File: config.mk
export PLATFORM = sky130hd
export DESIGN_NAME = bbd_window
export DESIGN_NICKNAME = d
export VERILOG_FILES = /design/src/bayer_bilinear_demosaic_top_macros.svh /design/src/bbd_pkg.sv /design/src/bbd_window.sv
export SDC_FILE = /design/constraint.sdc
export NUM_CORES = 1
export LEC_CHECK = 0
export ABC_AREA = 1
export BUFFER_PORTS_ARGS = -buffer_cell sky130_fd_sc_hd__buf_2
export CORE_MARGIN = 2
export CORE_UTILIZATION = 30
export CTS_CLUSTER_DIAMETER = 30
export DETAILED_ROUTE_END_ITERATION = 6
export PLACE_DENSITY = 0.51
export SETUP_SLACK_MARGIN = 0.4
export SKIP_CTS_REPAIR_TIMING = 1
export SYNTH_ARGS = -nofsm -noshare
export SYNTH_HDL_FRONTEND = slang
export SYNTH_SLANG_ARGS = --single-unit
File: constraint.sdc
create_clock -name clk -period 3.18 [get_ports clk]
set_input_delay 0.159 -clock clk [delete_from_list [all_inputs] [get_ports clk]]
set_output_delay 0.159 -clock clk [all_outputs]
set_load 0.05 [all_outputs]
File: src/bayer_bilinear_demosaic_top_macros.svh
// Assertion macros shared by the demosaic RTL files.
`ifndef BAYER_BILINEAR_DEMOSAIC_TOP_MACROS_SVH
`define BAYER_BILINEAR_DEMOSAIC_TOP_MACROS_SVH

// Same-cycle implication, disabled while reset is active.
`define BBD_ASSERT_IMP(lbl, ck, rn, ante, cons, msg) \
    lbl: assert property (@(posedge ck) disable iff (!rn) (ante) |-> (cons)) \
        else $error(msg);

// Next-cycle implication, disabled while reset is active.
`define BBD_ASSERT_NXT(lbl, ck, rn, ante, cons, msg) \
    lbl: assert property (@(posedge ck) disable iff (!rn) (ante) |=> (cons)) \
        else $error(msg);

`endif

File: src/bbd_pkg.sv
// Shared types and constants of the Bayer bilinear demosaic block.
package bbd_pkg;

    localparam int FW_BITS   = 13;
    localparam int FH_BITS   = 16;
    localparam int PAT_BITS  = 2;
    localparam int ROW_BITS  = 16;
    localparam int CFG_IDX_BITS  = 2;
    localparam int CFG_DATA_BITS = 16;

    localparam logic [CFG_IDX_BITS-1:0] CFG_FRAME_WIDTH   = 2'd0;
    localparam logic [CFG_IDX_BITS-1:0] CFG_FRAME_HEIGHT  = 2'd1;
    localparam logic [CFG_IDX_BITS-1:0] CFG_BAYER_PATTERN = 2'd2;

    localparam logic [PAT_BITS-1:0] PAT_GRBG = 2'd0;
    localparam logic [PAT_BITS-1:0] PAT_BGGR = 2'd1;
    localparam logic [PAT_BITS-1:0] PAT_RGGB = 2'd2;
    localparam logic [PAT_BITS-1:0] PAT_GBRG = 2'd3;

    localparam int FRAME_WIDTH_RESET  = 640;
    localparam int FRAME_HEIGHT_RESET = 480;
    localparam int MIN_FRAME_SIZE     = 3;

    typedef struct packed {
        logic emit;
        logic podd;
        logic qodd;
        logic line_end;
        logic frame_end;
    } bbd_ctrl_t;

endpackage

File: src/bbd_window.sv
// 3x3 window registers and the bilinear color selection for the window center.
module bbd_window #(
    parameter int PIXEL_BITS = 16
) (
    input  logic                  clk,
    input  logic                  load,
    input  logic [PIXEL_BITS-1:0] up,
    input  logic [PIXEL_BITS-1:0] mid,
    input  logic [PIXEL_BITS-1:0] pix,
    input  bbd_pkg::bbd_ctrl_t    ctrl,
    output logic [PIXEL_BITS+1:0] red_x4,
    output logic [PIXEL_BITS+1:0] green_x4,
    output logic [PIXEL_BITS+1:0] blue_x4
);
    localparam int OW = PIXEL_BITS + 2;

    logic [PIXEL_BITS-1:0] win_reg  [3][3];
    logic [PIXEL_BITS-1:0] win_next [3][3];

    logic [OW-1:0] centre;
    logic [OW-1:0] horiz;
    logic [OW-1:0] vert;
    logic [OW-1:0] cross_sum;
    logic [OW-1:0] diag;

    always_comb
    begin
        for (int i = 0; i < 3; i++)
        begin
            win_next[i][0] = win_reg[i][1];
            win_next[i][1] = win_reg[i][2];
        end
        win_next[0][2] = up;
        win_next[1][2] = mid;
        win_next[2][2] = pix;
    end

    always_ff @(posedge clk)
    begin
        if (load)
        begin
            win_reg <= win_next;
        end
    end

    always_comb
    begin
        centre    = {win_next[1][1], 2'b00};
        horiz     = {(OW-1)'(win_next[1][0]) + (OW-1)'(win_next[1][2]), 1'b0};
        vert      = {(OW-1)'(win_next[0][1]) + (OW-1)'(win_next[2][1]), 1'b0};
        cross_sum = OW'(win_next[1][0]) + OW'(win_next[1][2])
                  + OW'(win_next[0][1]) + OW'(win_next[2][1]);
        diag      = OW'(win_next[0][0]) + OW'(win_next[0][2])
                  + OW'(win_next[2][0]) + OW'(win_next[2][2]);
    end

    always_comb
    begin
        if (ctrl.podd && ctrl.qodd)
        begin
            red_x4   = vert;
            green_x4 = centre;
            blue_x4  = horiz;
        end
        else if (!ctrl.podd && !ctrl.qodd)
        begin
            red_x4   = horiz;
            green_x4 = centre;
            blue_x4  = vert;
        end
        else if (ctrl.podd)
        begin
            red_x4   = centre;
            green_x4 = cross_sum;
            blue_x4  = diag;
        end
        else
        begin
            red_x4   = diag;
            green_x4 = cross_sum;
            blue_x4  = centre;
        end
    end

endmodule

==> impl_metrics.json <==
{
  "status": "finished with violations",
  "violations": "negative setup slack",
  "postSynthAreaPerCell_um2": 7.528,
  "power_density_nw_per_um2": 682.3,
  "final_cells": 1967,
  "layout_setup_ws_ns": -0.4399,
  "fp.coreArea_um2": 31800,
  "grt_max_degree": 51,
  "cts.sinks": 96,
  "hold_ws_ns": 0.008267,
  "drv_cap": 0,
  "gp_congestion": 0.9046,
  "clk_pin_slew_ns": 0.07,
  "clkLatencyLatePin_ns": 0.37,
  "ir_worst_vdd_mv": 0.3560,
  "startpoint_type": "register",
  "worst_pin_slew_ns": 0.6891,
  "layout-drive-gt1-share_pct": 34.27,
  "wl_per_cell_um": 16.51,
  "finalCritPeriodShare_pct": 113.8,
  "post-place-ws_ns": -0.2190,
  "startpoint": "win_next[17]",
  "slowest_delay_ns": 0.46,
  "first_pass_iters": 5,
  "synth.net_count": 1481,
  "worstSetupPathType": "reg2out",
  "syn_inst": 1294,
  "syn_to_final_growth_pct": 43.94,
  "antenna_found_initial": 0,
  "vias": 8982,
  "synth_top_area_cell": "edfxtp_1",
  "dp.final_hpwl_mm": 26.63,
  "cts-root-buf": "clkbuf_16",
  "slew_violations": 0,
  "p_leak_nw": 6.880,
  "fill_cells": 3232,
  "placement.io_buffers": 105,
  "r2r_start": "win_next[30]",
  "synth_top_cells_by_area": "edfxtp_1 (30%), nand2_1 (14%), fa_1 (14%), inv_1 (12%), ha_1 (8.5%)",
  "hold_viol": 0,
  "drt_iter0_markers": 534,
  "finalSetupViolCount": 46,
  "worstPathMaxFanout": 4,
  "diodes": 0,
  "async_reset_ff_share_pct": 0,
  "place_inst": 1896,
  "regToRegEndpoint": "win_next[46]",
  "rows": 65,
  "cp_slowest_cell": "fa_1",
  "synth.cell_area_um2": 9741,
  "boundaryPins": 109,
  "routed_wirelength_mm": 32.48,
  "tritoncts": "built",
  "crit_path_end_kind": "output pin",
  "synth_edf_count": 96,
  "r2r_slack_ns": 2.24,
  "rsz0062_at_grt": "yes",
  "htree_levels": 3,
  "worst_hold_path_type": "in2reg",
  "r2r_cells": 2,
  "cp_common_cell": "inv_2",
  "ys_ff_latch": 96,
  "grt.overflow.total": 0,
  "yosysWarnings": 0,
  "cts-buffers-inserted": 9,
  "ant_nets": 0,
  "synth-main-ff-cell": "edfxtp_1",
  "cts_buffer_depth": 2,
  "worstPathArrival_ns": 3.46,
  "dieWidth_um": 184.2,
  "layout.nets": 1714,
  "fmax_ghz": 0.2762,
  "yosysSeqAreaShare_pct": 29.60,
  "start_util_pct": 30.63,
  "slew_headroom_pct": 54.06,
  "required_ns": 3.02,
  "synth.top_cell.area_share_pct": 29.60,
  "drc": 0,
  "post_synth_num_cell_types": 45,
  "endpoint": "green_x4[15]",
  "viasPerCell": 4.566,
  "die_h_um": 184.2,
  "grt_pass1_wl_mm": 48.78,
  "die-area_um2": 33930,
  "fin_crit_ns": 3.620,
  "fin_worst_skew_ns": 0.009938,
  "track_usage_pct": 19.36,
  "path_cells": "inv_2 -> fa_1 -> fa_1 -> inv_2 -> ha_4 -> inv_2 -> fa_2 -> o21ai_4 -> nand2_2 -> nand2_4 -> nand3_4 -> nand2_4 -> nand2_2 -> a31oi_4 -> buf_6",
  "grt_pass1_vias": 8761
}
-- worst max-delay path, delay by kind of cell, from the launching register on --
| family | cells | cell delay (ns) |
|---|---|---|
| adders and majority gates | 4 | 1.46 |
| buffers and inverters | 4 | 0.39 |
| and+or+nand+nor | 5 | 0.48 |
| AOI/OAI and AO/OA | 2 | 0.35 |
| DFF | 1 | 0.41 |
-- kinds of logic (layout without fill, tap and decap cells) --
kind of cell             count (synthesis)  in the layout  share of synthesized area [%]
AO/OA/AOI/OAI                          126            126                          7.322
XOR/XNOR                                21             21                          1.965
adder cells (fa/ha/maj)                132            132                          22.04
buffers and inverters                  344            582                          13.55
flip-flops                              96             96                          29.60
multiplexers                             1              1                         0.1028
AND/OR/NAND/NOR                        574            574                          25.42
-- cells in the mapped netlist (all sizes together), types with 3 or more instances --
cell / number
nor3: 9
nand2: 368
o2111ai: 4
nand4: 10
and2: 3
ha: 66
o21ai: 48
or2: 5
a21oi: 56
nand3: 106
xnor2: 5
inv: 326
clkbuf: 3
xor2: 16
nand3b: 14
fa: 66
a31oi: 5
edfxtp: 96
buf: 15
nor2: 58
-- layout make-up --
| type | count | area (µm²) | area share, % |
|---|---|---|---|
| flip-flops and latches | 96 | 2883 | 20.56 |
| inverters | 326 | 1252 | 8.933 |
| clock inverters | 6 | 60.06 | 0.4283 |
| multi-input cells | 854 | 7010 | 50.00 |
| repair buffers | 240 | 2042 | 14.56 |
| well taps | 435 | 544.3 | 3.882 |
| clock buffers | 10 | 229.0 | 1.633 |
-- registers in the layout, summed over array words and instances, names as in the netlist --
| signal | count |
|---|---|
| centre | 16 |
| win_next | 80 |
-- how the worst min path moves through the flow --
stage,cells after the start,startpoint,slack [ns],to
4_1_cts,1,up[9],-0.04,win_next[121]
3_3_place_gp,1,pix[11],0.35,win_next[27]
5_1_grt,1,pix[0],0.01,win_next[16]
2_1_floorplan,0,mid[8],0.26,centre[10]
3_5_place_dp,1,up[2],0.35,win_next[114]
6_report,1,pix[0],0.008,win_next[16]
-- cell usage in the layout (no fill, tap or decap), drive strengths merged, types with 2 or more instances in the layout --
master       count
o21bai           2
nand3b          14
edfxtp          96
and2             3
nor2            58
nor3             9
fa              66
a22oi            2
clkinvlp        10
o2111ai          4
ha              66
o21ai           48
buf            209
clkinv           2
dlygate4sd3     30
a21o             2
a21oi           56
nand2          368
a31oi            5
xnor2            5
clkbuf          11
nand3          106
or2              5
o21a             2
inv            319
nand4           10
xor2            16
-- stage by stage --
stage                     cell area [µm²]  power (mW)  TNS, ns  util (%)
after floorplan                     10280       5.264        0         -
after global placement              11870       6.812   -1.163     37.32
final                               14020       9.567   -10.67     44.09
after detailed placement            11870       6.844   -1.448     37.32
after CTS                           12160       8.007   -17.96     38.23
after global routing                14020       10.21   -17.12     44.09
-- metal layers --
layer	share of wire [%]	vias to the layer above	track usage [%]
li1	-	4499	-
met3	3.7	42	2.687
met4	3.1	0	6.880
met5	0	-	0
met2	49	212	33.43
met1	45	4229	24.72
-- power by group --
| part | switching, mW | leakage (nW) | total (mW) | internal (mW) |
|---|---|---|---|---|
| combinational | 4.09 | 5.81 | 6.87 | 2.79 |
| sequential | 0.0701 | 0.940 | 1.57 | 1.50 |
| clock | 0.513 | 0.130 | 1.12 | 0.605 |
| total | 4.67 | 6.88 | 9.57 | 4.90 |
Note: power is estimated with default switching activity, not from simulation.
